## config.mk

```make
export PLATFORM = sky130hd
export DESIGN_NAME = top_talker_table_core
export DESIGN_NICKNAME = d
export VERILOG_FILES = /design/src/hdl/ttt_pkg.sv /design/src/hdl/ttt_ctrl.sv /design/src/hdl/ttt_dpath.sv /design/src/hdl/top_talker_table_core.sv
export SDC_FILE = /design/constraint.sdc
export NUM_CORES = 2
export LEC_CHECK = 0
export ABC_AREA = 1
export BUFFER_PORTS_ARGS = -buffer_cell sky130_fd_sc_hd__buf_2
export CORE_MARGIN = 2
export CORE_UTILIZATION = 51
export DETAILED_ROUTE_END_ITERATION = 8
export PLACE_DENSITY_LB_ADDON = 0.3
export SLEW_MARGIN = 20
export SYNTH_ARGS = -nofsm -noshare
export SYNTH_HDL_FRONTEND = slang
export SYNTH_SLANG_ARGS = --single-unit
export TNS_END_PERCENT = 10
```

## constraint.sdc

```tcl
create_clock -name clk -period 9.05 [get_ports clk]
set_clock_uncertainty 0.05 [all_clocks]
set_input_delay 0.905 -clock clk [delete_from_list [all_inputs] [get_ports clk]]
set_output_delay 0.905 -clock clk [all_outputs]
set_load 0.05 [all_outputs]
```

## src/hdl/ttt_pkg.sv

```systemverilog
package ttt_pkg;

  localparam int TABLE_ENTRIES = 32;
  localparam int IDX_W = $clog2(TABLE_ENTRIES);
  localparam int OCC_W = $clog2(TABLE_ENTRIES + 1);
  localparam int MAX_REPORT = 32;
  localparam int EMIT_W = $clog2(MAX_REPORT + 1);

  localparam int RANK_W = 5;
  localparam int ADDR_W = 32;
  localparam int CNT_W = 32;
  localparam int LEN_W = 16;
  localparam int VER_W = 4;
  localparam int PKT_W = 40;
  localparam int BYTE_W = 48;
  localparam int KEY_W = CNT_W + IDX_W;

  localparam logic [VER_W-1:0] IPV4_VER = VER_W'(4);
  localparam logic [LEN_W-1:0] MIN_LEN_RST = LEN_W'(34);

  typedef enum logic {
    REQ_PACKET = 1'b0,
    REQ_REPORT = 1'b1
  } req_t;

  typedef struct packed {
    logic accept_pkt;
    logic accept_rpt;
    logic scan_start;
    logic scan_run;
    logic tbl_write;
    logic emit;
    logic emit_empty;
  } ttt_cmd_t;

  typedef struct packed {
    logic track;
    logic occ_zero;
    logic scan_last;
    logic rpt_last;
  } ttt_sts_t;

endpackage

```

## src/hdl/ttt_ctrl.sv

```systemverilog
module ttt_ctrl (
  input  logic              clk,
  input  logic              rst_n,
  input  logic              start,
  input  logic              req_type,
  input  ttt_pkg::ttt_sts_t sts,
  output ttt_pkg::ttt_cmd_t cmd,
  output logic              busy
);
  import ttt_pkg::*;

  typedef enum logic [2:0] {
    ST_IDLE,
    ST_PKT_SCAN,
    ST_PKT_WRITE,
    ST_RPT_SCAN,
    ST_RPT_EMIT
  } state_t;

  state_t state_r;
  state_t state_nxt;
  logic   busy_r;

  always_comb begin
    state_nxt = state_r;
    cmd       = '0;
    case (state_r)
      ST_IDLE: begin
        if (start) begin
          cmd.scan_start = 1'b1;
          if (req_type == REQ_REPORT) begin
            cmd.accept_rpt = 1'b1;
            if (sts.occ_zero) begin
              cmd.emit_empty = 1'b1;
            end else begin
              state_nxt = ST_RPT_SCAN;
            end
          end else begin
            cmd.accept_pkt = 1'b1;
            if (sts.track) begin
              state_nxt = sts.occ_zero ? ST_PKT_WRITE : ST_PKT_SCAN;
            end
          end
        end
      end
      ST_PKT_SCAN: begin
        cmd.scan_run = 1'b1;
        if (sts.scan_last) begin
          state_nxt = ST_PKT_WRITE;
        end
      end
      ST_PKT_WRITE: begin
        cmd.tbl_write = 1'b1;
        state_nxt     = ST_IDLE;
      end
      ST_RPT_SCAN: begin
        cmd.scan_run = 1'b1;
        if (sts.scan_last) begin
          state_nxt = ST_RPT_EMIT;
        end
      end
      ST_RPT_EMIT: begin
        cmd.emit       = 1'b1;
        cmd.scan_start = 1'b1;
        state_nxt      = sts.rpt_last ? ST_IDLE : ST_RPT_SCAN;
      end
      default: begin
        state_nxt = ST_IDLE;
      end
    endcase
  end

  always_ff @(posedge clk) begin
    if (!rst_n) begin
      state_r <= ST_IDLE;
      busy_r  <= 1'b0;
    end else begin
      state_r <= state_nxt;
      busy_r  <= (state_nxt != ST_IDLE);
    end
  end

  assign busy = busy_r;

endmodule

```

## src/hdl/ttt_dpath.sv

```systemverilog
module ttt_dpath (
  input  logic                          clk,
  input  logic                          rst_n,
  input  ttt_pkg::ttt_cmd_t             cmd,
  output ttt_pkg::ttt_sts_t             sts,
  input  logic [ttt_pkg::LEN_W-1:0]     in_pkt_len,
  input  logic [ttt_pkg::VER_W-1:0]     in_ip_version,
  input  logic [ttt_pkg::ADDR_W-1:0]    in_src_ip,
  input  logic                          cfg_valid,
  input  logic [ttt_pkg::LEN_W-1:0]     cfg_min_parse_len,
  output logic                          out_valid,
  output logic [ttt_pkg::ADDR_W-1:0]    out_talker_ip,
  output logic [ttt_pkg::CNT_W-1:0]     out_talker_count,
  output logic [ttt_pkg::RANK_W-1:0]    out_rank,
  output logic                          out_entry_valid,
  output logic                          out_last,
  output logic [ttt_pkg::PKT_W-1:0]     out_packets_total,
  output logic [ttt_pkg::BYTE_W-1:0]    out_bytes_total
);
  import ttt_pkg::*;

  logic [ADDR_W-1:0] mem_addr [TABLE_ENTRIES];
  logic [CNT_W-1:0]  mem_cnt  [TABLE_ENTRIES];

  logic [LEN_W-1:0]  min_len_r;
  logic [PKT_W-1:0]  pkt_r;
  logic [BYTE_W-1:0] byte_r;
  logic [BYTE_W:0]   byte_sum;
  logic [ADDR_W-1:0] src_r;
  logic [OCC_W-1:0]  occ_r;
  logic [OCC_W-1:0]  occ_nxt;

  logic [OCC_W-1:0]  scan_cnt_r;
  logic              issue;
  logic              pipe_vld_r;
  logic [IDX_W-1:0]  pipe_idx_r;
  logic [ADDR_W-1:0] rd_addr_r;
  logic [CNT_W-1:0]  rd_cnt_r;
  logic [KEY_W-1:0]  cur_key;

  logic              hit_r;
  logic [IDX_W-1:0]  hit_idx_r;
  logic [CNT_W-1:0]  hit_cnt_r;
  logic              min_vld_r;
  logic [IDX_W-1:0]  min_idx_r;
  logic [CNT_W-1:0]  min_cnt_r;
  logic              best_vld_r;
  logic [KEY_W-1:0]  best_key_r;
  logic [ADDR_W-1:0] best_addr_r;
  logic [KEY_W-1:0]  prev_key_r;
  logic              first_r;
  logic [RANK_W-1:0] rank_r;
  logic [EMIT_W-1:0] emit_num;
  logic              table_full;

  logic [IDX_W-1:0]  wr_idx;
  logic [CNT_W-1:0]  wr_cnt;

  logic              out_valid_r;
  logic [ADDR_W-1:0] out_ip_r;
  logic [CNT_W-1:0]  out_cnt_r;
  logic [RANK_W-1:0] out_rank_r;
  logic              out_ev_r;
  logic              out_last_r;
  logic [PKT_W-1:0]  out_pkt_r;
  logic [BYTE_W-1:0] out_byte_r;

  assign table_full = (32'(occ_r) >= 32'(TABLE_ENTRIES));
  assign byte_sum   = {1'b0, byte_r} + (BYTE_W + 1)'(in_pkt_len);
  assign issue      = cmd.scan_run && (scan_cnt_r < occ_r);
  assign cur_key    = {rd_cnt_r, ~pipe_idx_r};
  assign emit_num   = (32'(occ_r) > 32'(MAX_REPORT)) ? EMIT_W'(MAX_REPORT) : EMIT_W'(occ_r);
  assign occ_nxt    = occ_r + OCC_W'(1);

  assign sts.track     = (in_pkt_len >= min_len_r) && (in_ip_version == IPV4_VER);
  assign sts.occ_zero  = (occ_r == '0);
  assign sts.scan_last = pipe_vld_r && ((OCC_W'(pipe_idx_r) + OCC_W'(1)) == occ_r);
  assign sts.rpt_last  = ((32'(rank_r) + 32'd1) == 32'(emit_num));

  always_comb begin
    if (hit_r) begin
      wr_idx = hit_idx_r;
      wr_cnt = (hit_cnt_r == '1) ? hit_cnt_r : hit_cnt_r + CNT_W'(1);
    end else begin
      wr_idx = table_full ? min_idx_r : occ_r[IDX_W-1:0];
      wr_cnt = CNT_W'(1);
    end
  end

  always_ff @(posedge clk) begin
    if (!rst_n) begin
      min_len_r <= MIN_LEN_RST;
      pkt_r     <= '0;
      byte_r    <= '0;
      occ_r     <= '0;
    end else begin
      if (cfg_valid) begin
        min_len_r <= cfg_min_parse_len;
      end
      if (cmd.accept_pkt) begin
        pkt_r  <= (pkt_r == '1) ? pkt_r : pkt_r + PKT_W'(1);
        byte_r <= byte_sum[BYTE_W] ? '1 : byte_sum[BYTE_W-1:0];
      end
      if (cmd.tbl_write && !hit_r && !table_full) begin
        occ_r <= occ_nxt;
      end
    end
  end

  always_ff @(posedge clk) begin
    if (cmd.accept_pkt) begin
      src_r <= in_src_ip;
    end
  end

  always_ff @(posedge clk) begin
    if (issue) begin
      rd_addr_r  <= mem_addr[scan_cnt_r[IDX_W-1:0]];
      rd_cnt_r   <= mem_cnt[scan_cnt_r[IDX_W-1:0]];
      pipe_idx_r <= scan_cnt_r[IDX_W-1:0];
    end
    if (cmd.tbl_write) begin
      mem_addr[wr_idx] <= src_r;
      mem_cnt[wr_idx]  <= wr_cnt;
    end
  end

  always_ff @(posedge clk) begin
    if (!rst_n) begin
      scan_cnt_r <= '0;
      pipe_vld_r <= 1'b0;
      hit_r      <= 1'b0;
      min_vld_r  <= 1'b0;
      best_vld_r <= 1'b0;
      first_r    <= 1'b0;
      rank_r     <= '0;
    end else if (cmd.scan_start) begin
      scan_cnt_r <= '0;
      pipe_vld_r <= 1'b0;
      hit_r      <= 1'b0;
      min_vld_r  <= 1'b0;
      best_vld_r <= 1'b0;
      if (cmd.accept_rpt) begin
        first_r <= 1'b1;
        rank_r  <= '0;
      end else if (cmd.emit) begin
        first_r <= 1'b0;
        rank_r  <= rank_r + RANK_W'(1);
      end
    end else begin
      pipe_vld_r <= issue;
      if (issue) begin
        scan_cnt_r <= scan_cnt_r + OCC_W'(1);
      end
      if (pipe_vld_r) begin
        if (!hit_r && (rd_addr_r == src_r)) begin
          hit_r <= 1'b1;
        end
        if (!min_vld_r || (rd_cnt_r < min_cnt_r)) begin
          min_vld_r <= 1'b1;
        end
        if ((first_r || (cur_key < prev_key_r)) && (!best_vld_r || (cur_key > best_key_r))) begin
          best_vld_r <= 1'b1;
        end
      end
    end
  end

  always_ff @(posedge clk) begin
    if (pipe_vld_r && !cmd.scan_start) begin
      if (!hit_r && (rd_addr_r == src_r)) begin
        hit_idx_r <= pipe_idx_r;
        hit_cnt_r <= rd_cnt_r;
      end
      if (!min_vld_r || (rd_cnt_r < min_cnt_r)) begin
        min_idx_r <= pipe_idx_r;
        min_cnt_r <= rd_cnt_r;
      end
      if ((first_r || (cur_key < prev_key_r)) && (!best_vld_r || (cur_key > best_key_r))) begin
        best_key_r  <= cur_key;
        best_addr_r <= rd_addr_r;
      end
    end
    if (cmd.emit) begin
      prev_key_r <= best_key_r;
    end
  end

  always_ff @(posedge clk) begin
    if (!rst_n) begin
      out_valid_r <= 1'b0;
    end else begin
      out_valid_r <= cmd.emit || cmd.emit_empty;
    end
  end

  always_ff @(posedge clk) begin
    if (cmd.emit) begin
      out_ip_r   <= best_addr_r;
      out_cnt_r  <= best_key_r[KEY_W-1 -: CNT_W];
      out_rank_r <= rank_r;
      out_ev_r   <= 1'b1;
      out_last_r <= sts.rpt_last;
      out_pkt_r  <= pkt_r;
      out_byte_r <= byte_r;
    end else if (cmd.emit_empty) begin
      out_ip_r   <= '0;
      out_cnt_r  <= '0;
      out_rank_r <= '0;
      out_ev_r   <= 1'b0;
      out_last_r <= 1'b1;
      out_pkt_r  <= pkt_r;
      out_byte_r <= byte_r;
    end
  end

  assign out_valid         = out_valid_r;
  assign out_talker_ip     = out_ip_r;
  assign out_talker_count  = out_cnt_r;
  assign out_rank          = out_rank_r;
  assign out_entry_valid   = out_ev_r;
  assign out_last          = out_last_r;
  assign out_packets_total = out_pkt_r;
  assign out_bytes_total   = out_byte_r;

endmodule

```

## src/hdl/top_talker_table_core.sv

```systemverilog
// Channel   Handshake              Payload
// input     start & !busy          in_req_type, in_pkt_len, in_ip_version, in_src_ip
// result    out_valid (strobe)     out_talker_ip, out_talker_count, out_rank,
//                                  out_entry_valid, out_last, out_packets_total,
//                                  out_bytes_total
// config    cfg_valid & cfg_ready  cfg_min_parse_len
//
// A packet that is not tracked needs no scan and leaves busy low. A tracked packet scans the N
// occupied slots, one entry per cycle, and then writes its slot; on an empty table it goes
// straight to the write, since there is nothing to scan.
// A report on an empty table gives a single empty result without a scan. Any other report
// gives E = min(N, 32) results, and each rank rescans the table before its result is emitted.
// Reset is synchronous and active low; the table needs no clearing pass after reset.
// Each result is shown for one cycle and the receiver cannot stall it.
module top_talker_table_core (
  input  logic                          clk,
  input  logic                          rst_n,
  input  logic                          start,
  output logic                          busy,
  input  logic                          in_req_type,
  input  logic [ttt_pkg::LEN_W-1:0]     in_pkt_len,
  input  logic [ttt_pkg::VER_W-1:0]     in_ip_version,
  input  logic [ttt_pkg::ADDR_W-1:0]    in_src_ip,
  output logic                          out_valid,
  output logic [ttt_pkg::ADDR_W-1:0]    out_talker_ip,
  output logic [ttt_pkg::CNT_W-1:0]     out_talker_count,
  output logic [ttt_pkg::RANK_W-1:0]    out_rank,
  output logic                          out_entry_valid,
  output logic                          out_last,
  output logic [ttt_pkg::PKT_W-1:0]     out_packets_total,
  output logic [ttt_pkg::BYTE_W-1:0]    out_bytes_total,
  input  logic                          cfg_valid,
  output logic                          cfg_ready,
  input  logic [ttt_pkg::LEN_W-1:0]     cfg_min_parse_len
);
  import ttt_pkg::*;

  ttt_cmd_t cmd;
  ttt_sts_t sts;
  logic     ctl_start;

  assign cfg_ready = 1'b1;
  assign ctl_start = start && !busy;

  ttt_ctrl u_ctrl (
    .clk      (clk),
    .rst_n    (rst_n),
    .start    (ctl_start),
    .req_type (in_req_type),
    .sts      (sts),
    .cmd      (cmd),
    .busy     (busy)
  );

  ttt_dpath u_dpath (
    .clk               (clk),
    .rst_n             (rst_n),
    .cmd               (cmd),
    .sts               (sts),
    .in_pkt_len        (in_pkt_len),
    .in_ip_version     (in_ip_version),
    .in_src_ip         (in_src_ip),
    .cfg_valid         (cfg_valid && cfg_ready),
    .cfg_min_parse_len (cfg_min_parse_len),
    .out_valid         (out_valid),
    .out_talker_ip     (out_talker_ip),
    .out_talker_count  (out_talker_count),
    .out_rank          (out_rank),
    .out_entry_valid   (out_entry_valid),
    .out_last          (out_last),
    .out_packets_total (out_packets_total),
    .out_bytes_total   (out_bytes_total)
  );

  a_empty_is_last: assert property (@(posedge clk) disable iff (!rst_n)
    out_valid && !out_entry_valid |-> out_last)
    else $error("Empty report result is not marked last.");

  a_rank_needs_entry: assert property (@(posedge clk) disable iff (!rst_n)
    out_valid && (out_rank != '0) |-> out_entry_valid)
    else $error("Ranked result carries no entry.");

  a_report_progress: assert property (@(posedge clk) disable iff (!rst_n)
    ctl_start && (in_req_type == REQ_REPORT) |=> busy || out_valid)
    else $error("Accepted report neither started a scan nor gave a result.");

  a_write_after_scan: assert property (@(posedge clk) disable iff (!rst_n)
    cmd.tbl_write |-> !busy || !cmd.scan_run)
    else $error("Table write overlaps a scan.");

endmodule
```

Yosys cells after proc, flatten, opt, wreduce, memory -nomap -nowiden --
Memories as Yosys holds them, arrays and structs flattened. A register that Yosys moved wholly into a read port is not among the register bits. Index checks and enable logic that the tools add are counted.
Word-level totals: register bits after elaboration 507, bits in latches 0, memory bits (writable) 2048, bits in read-only memories 0, output and inout bits 162, memories kept 2
Cells by class: $add $sub $neg 8, multipliers 0, divide/modulo/power cells 0, $lt $le $gt $ge 7, eq/ne operators 10, shift operators 0, multiplexer cells 44, bitwise logic cells 3, reductions and logical operators 34
Memory list:
- u_dpath.mem_addr | depth 32, width 32, read ports 1, clocked after Yosys merged registers in 1, wr ports 1, RTL line ttt_dpath.sv:22 | logic [ADDR_W-1:0] mem_addr [TABLE_ENTRIES];
- u_dpath.mem_cnt | depth 32, width 32, read ports 1, clocked after Yosys merged registers in 1, wr ports 1, RTL line ttt_dpath.sv:23 | logic [CNT_W-1:0] mem_cnt [TABLE_ENTRIES];
Operators with widths (number):
- two-way mux 32 bit | 5
- two-way mux 48 bit | 3
- two-way mux 40 bit | 2
- adder 48 x 16 -> 49 bit | 1
- adder 40 x 1 -> 40 bit, second input constant | 1
- equality test 40 bit, second input constant | 1
- > comparator 37 bit | 1
- < comparator 37 bit | 1
- adder 32 x 1 -> 32 bit, second input constant | 1
- equality test 32 bit | 1
- equality test 32 bit, second input constant | 1
- equality test 32 x 6 -> 1 bit | 1
- < comparator 32 bit | 1
- two-way mux 5 bit | 6
- two-way mux 3 bit | 7
- greater-or-equal comparator 16 bit | 1
- AND reduction 2 bit | 8
- two-way mux 1 bit | 15
- adder 5 x 1 -> 6 bit, second input constant | 2
- adder 6 x 1 -> 6 bit, second input constant | 2
- one-hot mux 3 bit (4 select lines) | 1
- logical AND 1 bit | 9
- equality test 3 x 2 -> 1 bit, second input constant | 2
- equality test 6 bit | 1
- 19 further kinds | 32

Longest topological paths before layout --
depth after elaboration 7, depth in mapped cells 18, depth with buffers taken out 18

By module --
From an unflattened synthesis, not the netlist that was laid out.
Unflattened totals: cell total of the unflattened synthesis 8487, area total of the unflattened synthesis 106284.4 µm²
By module, submodules not included:
- ttt_dpath | instances 1, cells an instance 8425, area each 105942.9 µm²
- ttt_ctrl | instances 1, cells an instance 58, area each 320.3 µm²
- top_talker_table_core | instances 1, cells an instance 4, area each 21.3 µm²

Least setup slack after synthesis --
Ideal clock, no wire load.
kind in2reg, start in start, end reg u_dpath.out_byte_r[0], in the netlist u_dpath.out_bytes_total[0], enable pin, library setup time 0.524 ns, arrival time 4.961 ns, setup slack 3.515 ns, stages on the path 8, cell sequence inv_1 > nor2_1 > inv_1 > nor3_4 > inv_1 > nor2_1 > nand2_1 > nand2_1
Between the ends: word-level cells in the longest chain between the ends 4
RTL lines:
- start, declared | RTL line top_talker_table_core.sv:18 | input logic start,
- logical AND 1 bit | RTL line top_talker_table_core.sv:43 | assign ctl_start = start && !busy;
- two-way mux 1 bit | RTL line ttt_ctrl.sv:29 | if (start) begin
- two-way mux 1 bit | RTL line ttt_ctrl.sv:27 | case (state_r)
- nonzero test 2 bit (no line)
- end signal, assigned | RTL line ttt_dpath.sv:205 | out_byte_r <= byte_r;
- end signal, assigned | RTL line ttt_dpath.sv:213 | out_byte_r <= byte_r;
- end, declared | RTL line ttt_dpath.sv:66 | logic [BYTE_W-1:0] out_byte_r;
No other way between the ends. A chain may end at the register's enable or synchronous reset.

Final worst setup path --
start reg u_dpath.hit_r, end mem u_dpath.mem_addr[27][27], enable pin
Between the ends: word-level cells in the longest chain between the ends 1
RTL lines:
- start, declared | RTL line ttt_dpath.sv:41 | logic hit_r;
- start signal, assigned | RTL line ttt_dpath.sv:132 | hit_r <= 1'b0;
- start signal, assigned | RTL line ttt_dpath.sv:140 | hit_r <= 1'b0;
- start signal, assigned | RTL line ttt_dpath.sv:157 | hit_r <= 1'b1;
- two-way mux 5 bit | RTL line ttt_dpath.sv:81 | if (hit_r) begin
- end, declared | RTL line ttt_dpath.sv:22
No other way between the ends.

==> impl_results.md <==
* Required time reported for the critical path endpoint at between 9 and 10 ns
* Number of pins with negative max-slew slack in the final report at 0
* Final setup violation count at 0
* Worst hold path endpoint: u_dpath.src_r[18]
* DRC violations left at 2
* Number of synthesized flops with an enable pin at 2487
* Proportion of power drawn by the clock network at between 40% and 50%
* Number of distinct standard cells referenced by the synthesized netlist at 58
* Sequential-to-total area share from yosys stat at 73.0%
* Highest attainable clock frequency at 205 MHz
* Syn. warnings at 0
* CTS tree: yes
* Final worst-path cycle share at 53.9%
* Final ANT Viol Nets at 0
* Measured slew at the worst slew-check pin at roughly 1.2 ns
* Classification of the worst-slack hold path: in -> reg
* Via count of the routed design at ~70000
* CTS HTree Levels at 5
* Most used flip-flop cell after synthesis: edfxtp_1
* Setup Fix Bufs, Post-CTS at 0
* Starting DRT DRC Count at about 10000
* Main area contributors after synthesis: edfxtp_1, o21ai_0, nor2_1, nand2_1, dfxtp_1
* Leakage power total at 40.7 nW
* Overall track demand over capacity in global routing at 27.6%
* Area of the mapped netlist at ~0.11 mm2
* CTS Root Buffer Type: clkbuf_16
* Total global routing overflow at 0
* Clock period minus final worst setup slack at 4.87 ns
* Post-synthesis async set-or-reset flop share at 0%
* Setup TNS after final layout at 0 ns
* Worst setup path startpoint: u_dpath.hit_r
* Maximum clock insertion buffer count at 4
* Number of cells upsized or downsized after cts at 0
* Violated checks: DRC
* Wire per inst at about 26 um
* Origin of the worst min-delay path: in_src_ip[18]
* Seq pwr share at 53.0%
* Detailed placer's ending HPWL at around 160 mm
* Worst slew slack as a fraction of its limit at 20.4%
* Maximum net fanout on the critical path at 45
* Share of final-layout standard cells stronger than drive strength 1 at 9.83%
* Area overhead of the layout relative to synthesis at 12.2%
* Number of global-route vias before repair at between 60000 and 70000
* Cell count after synthesis at 8404
* Pint at 19.9 mW
* Count of max-cap constraint violations at 0
* CP Capture Type: register
* Net switching power figure at a little over 5 mW
* Number of nets in the finished design at 8813
* Area share of the largest cell type after synthesis at 70.5%
* Global-route wire length before repair at 435 mm
* Setup repair after global routing missed its margin: no
* Number of sinks driven by the clock tree at 2619
* Mean number of vias per cell at 6.14
* R2R Path End: u_dpath.mem_addr[27][27]
* Maximum number of pins on one net before global-route repair at 241
* Die height at ~460 um
* Placement row count at 167
* Initial core utilization at 51.2%
* Total wire length at ~300 mm
* GP Congestion at ~0.90
* Startpoint type of the worst setup path: register
* Clock-pin slew reported for the worst setup and hold paths after clock tree synthesis at 0.06 ns
* Hold path cells at 1
* Number of clock buffers inserted by TritonCTS at 284
* IR drop worst, VDD at between 0.2 and 0.25 mV
* Synth Area per Inst at 12.6 um2
* Logic pwr share at under 10%
* Num ports at 235
* Result of the run: complete, but fails checks
* Dominant cell type by area after synthesis: edfxtp_1
* Most frequent cells after synthesis: edfxtp_1, nor2_1, o21ai_0
* Startpoint of the worst register-to-register path: u_dpath.hit_r
* Number of buffers inserted by port buffering at between 200 and 250
* Core area at 0.207 mm2
* Hold_ws at 0.0886 ns
* Worst-case register-to-register setup slack at 4.18 ns
* DIE AREA at 0.211 mm2
* Count of cells along the worst register-to-register path at 5
* Number of antenna violations at the first check in global routing at 7
* Top-count cell post-synth: edfxtp_1
* Insertion delay of the later-clocked pin in the worst-skew pair at between 0.9 and 1 ns
* Die Span X at 460 um
* DR pass1 iterations at 9
* Critical Setup Path Class: reg -> reg
* Seq cells post-synth at approximately 2600
* Number of hold-slack violations in the final timing report at 0
* Switching power share of the total at 20.5%
* Net Count, Synth at 8626
* Total of hold buffers inserted after clock tree synthesis at 0
* Crit path arrival time at around 5.3 ns
* Pwr dens at 210 mW/mm2
power by group through the flow:
stage | clock network [mW] | registers (mW) | logic, mW
floorplan | 0 | 13.7 | 0.181
finish | 11.2 | 13.3 | 0.570
global placement | 0 | 13.5 | 0.558
global route | 11.7 | 13.3 | 0.612
CTS | 11.3 | 13.3 | 0.570
detailed placement | 0 | 13.5 | 0.569
metal layers:
layer | GRT usage [%] | vias up | part of all wire, %
met4 | 9.98 | 4 | 3.6
li1 | - | 31200 | -
met1 | 39.2 | 34700 | 40
met3 | 5.54 | 578 | 11
met2 | 42.4 | 4181 | 45
met5 | 0 | - | 0.0084
metrics by stage:
step | std cells | total power, mW | utilization, % | instance area, um2 | worst slack (ns)
final | 11500 | 25.0 | 57.5 | 119000 | 4.18
after global routing | 11500 | 25.6 | 57.5 | 119000 | 3.85
after floorplan | 8404 | 13.9 | - | 106000 | 3.52
after global placement | 11000 | 14.1 | 53.2 | 110000 | 4.39
after CTS | 11500 | 25.1 | 57.4 | 119000 | 4.26
after detailed placement | 11000 | 14.1 | 53.2 | 110000 | 4.29
logic make-up (layout without fill, tap and decap cells):
group                      Yosys count  in the layout  synth area share [%]
other                                1             12               0.00354
AOI/OAI and AO/OA                 2059           2059                  11.1
xor gates and xnor gates            84             84                 0.694
adders and majority gates          149            149                  1.77
and+or+nand+nor                   2579           2579                  9.95
DFF                               2619           2619                  73.0
buffers and inverters              913           1299                  3.53
sequential cells by signal, indices dropped and copies added (netlist names), 37 cells and up:
name and cells:
u_dpath.best_key_r 37, u_dpath.prev_key_r 37, u_dpath.mem_addr 1024, u_dpath.out_bytes_total 48, u_dpath.byte_r 48, u_dpath.out_packets_total 40
u_dpath.mem_cnt 1024, u_dpath.pkt_r 40
placed cells by master, fill, tap and decap left out, drive strengths merged, types with 23 or more instances in the layout:
master	synthesis	final
edfxtp	2487	2487
nor2	1400	1400
o21ai	1152	1152
nand2	754	754
inv	439	447
buf	182	373
clkbuf	290	350
o22ai	326	326
a21oi	271	271
nand3	219	219
o221ai	193	193
ha	148	148
dfxtp	132	132
clkinv	2	98
nor3	92	92
nand4	71	71
xor2	58	58
a31oi	45	45
a32oi	30	30
xnor2	26	26
nor4	24	24
bufinv	0	23
critical path, cell delays in order, from the launching register on:
cell     delay (ns)
dfxtp_1        0.62
inv_1          0.52
o21ai_0        0.53
nand3_1        0.73
nor2_4         0.96
buf_4          0.94
layout make-up:
type,instances,area (um2)
sequential,2619,77300
antenna,11,27.5
inverter,441,1700
multi-input combinational,4872,25300
tap,2704,3380
clock buffer,350,7510
timing repair buffer,373,2400
fill,16300,88000
clock inverter,135,1270
worst max-delay path by stage:
| stage | end | slack [ns] |
|---|---|---|
| after global placement | u_dpath.mem_addr[26][5] | 4.39 |
| after floorplan | u_dpath.out_bytes_total[0] | 3.52 |
| after detailed placement | u_dpath.rd_addr_r[2] | 4.29 |
| after global routing | u_dpath.mem_addr[27][30] | 3.85 |
| after CTS | u_dpath.mem_addr[27][30] | 4.26 |
| final | u_dpath.mem_addr[27][27] | 4.18 |
Power figures use the tool's default switching activity.
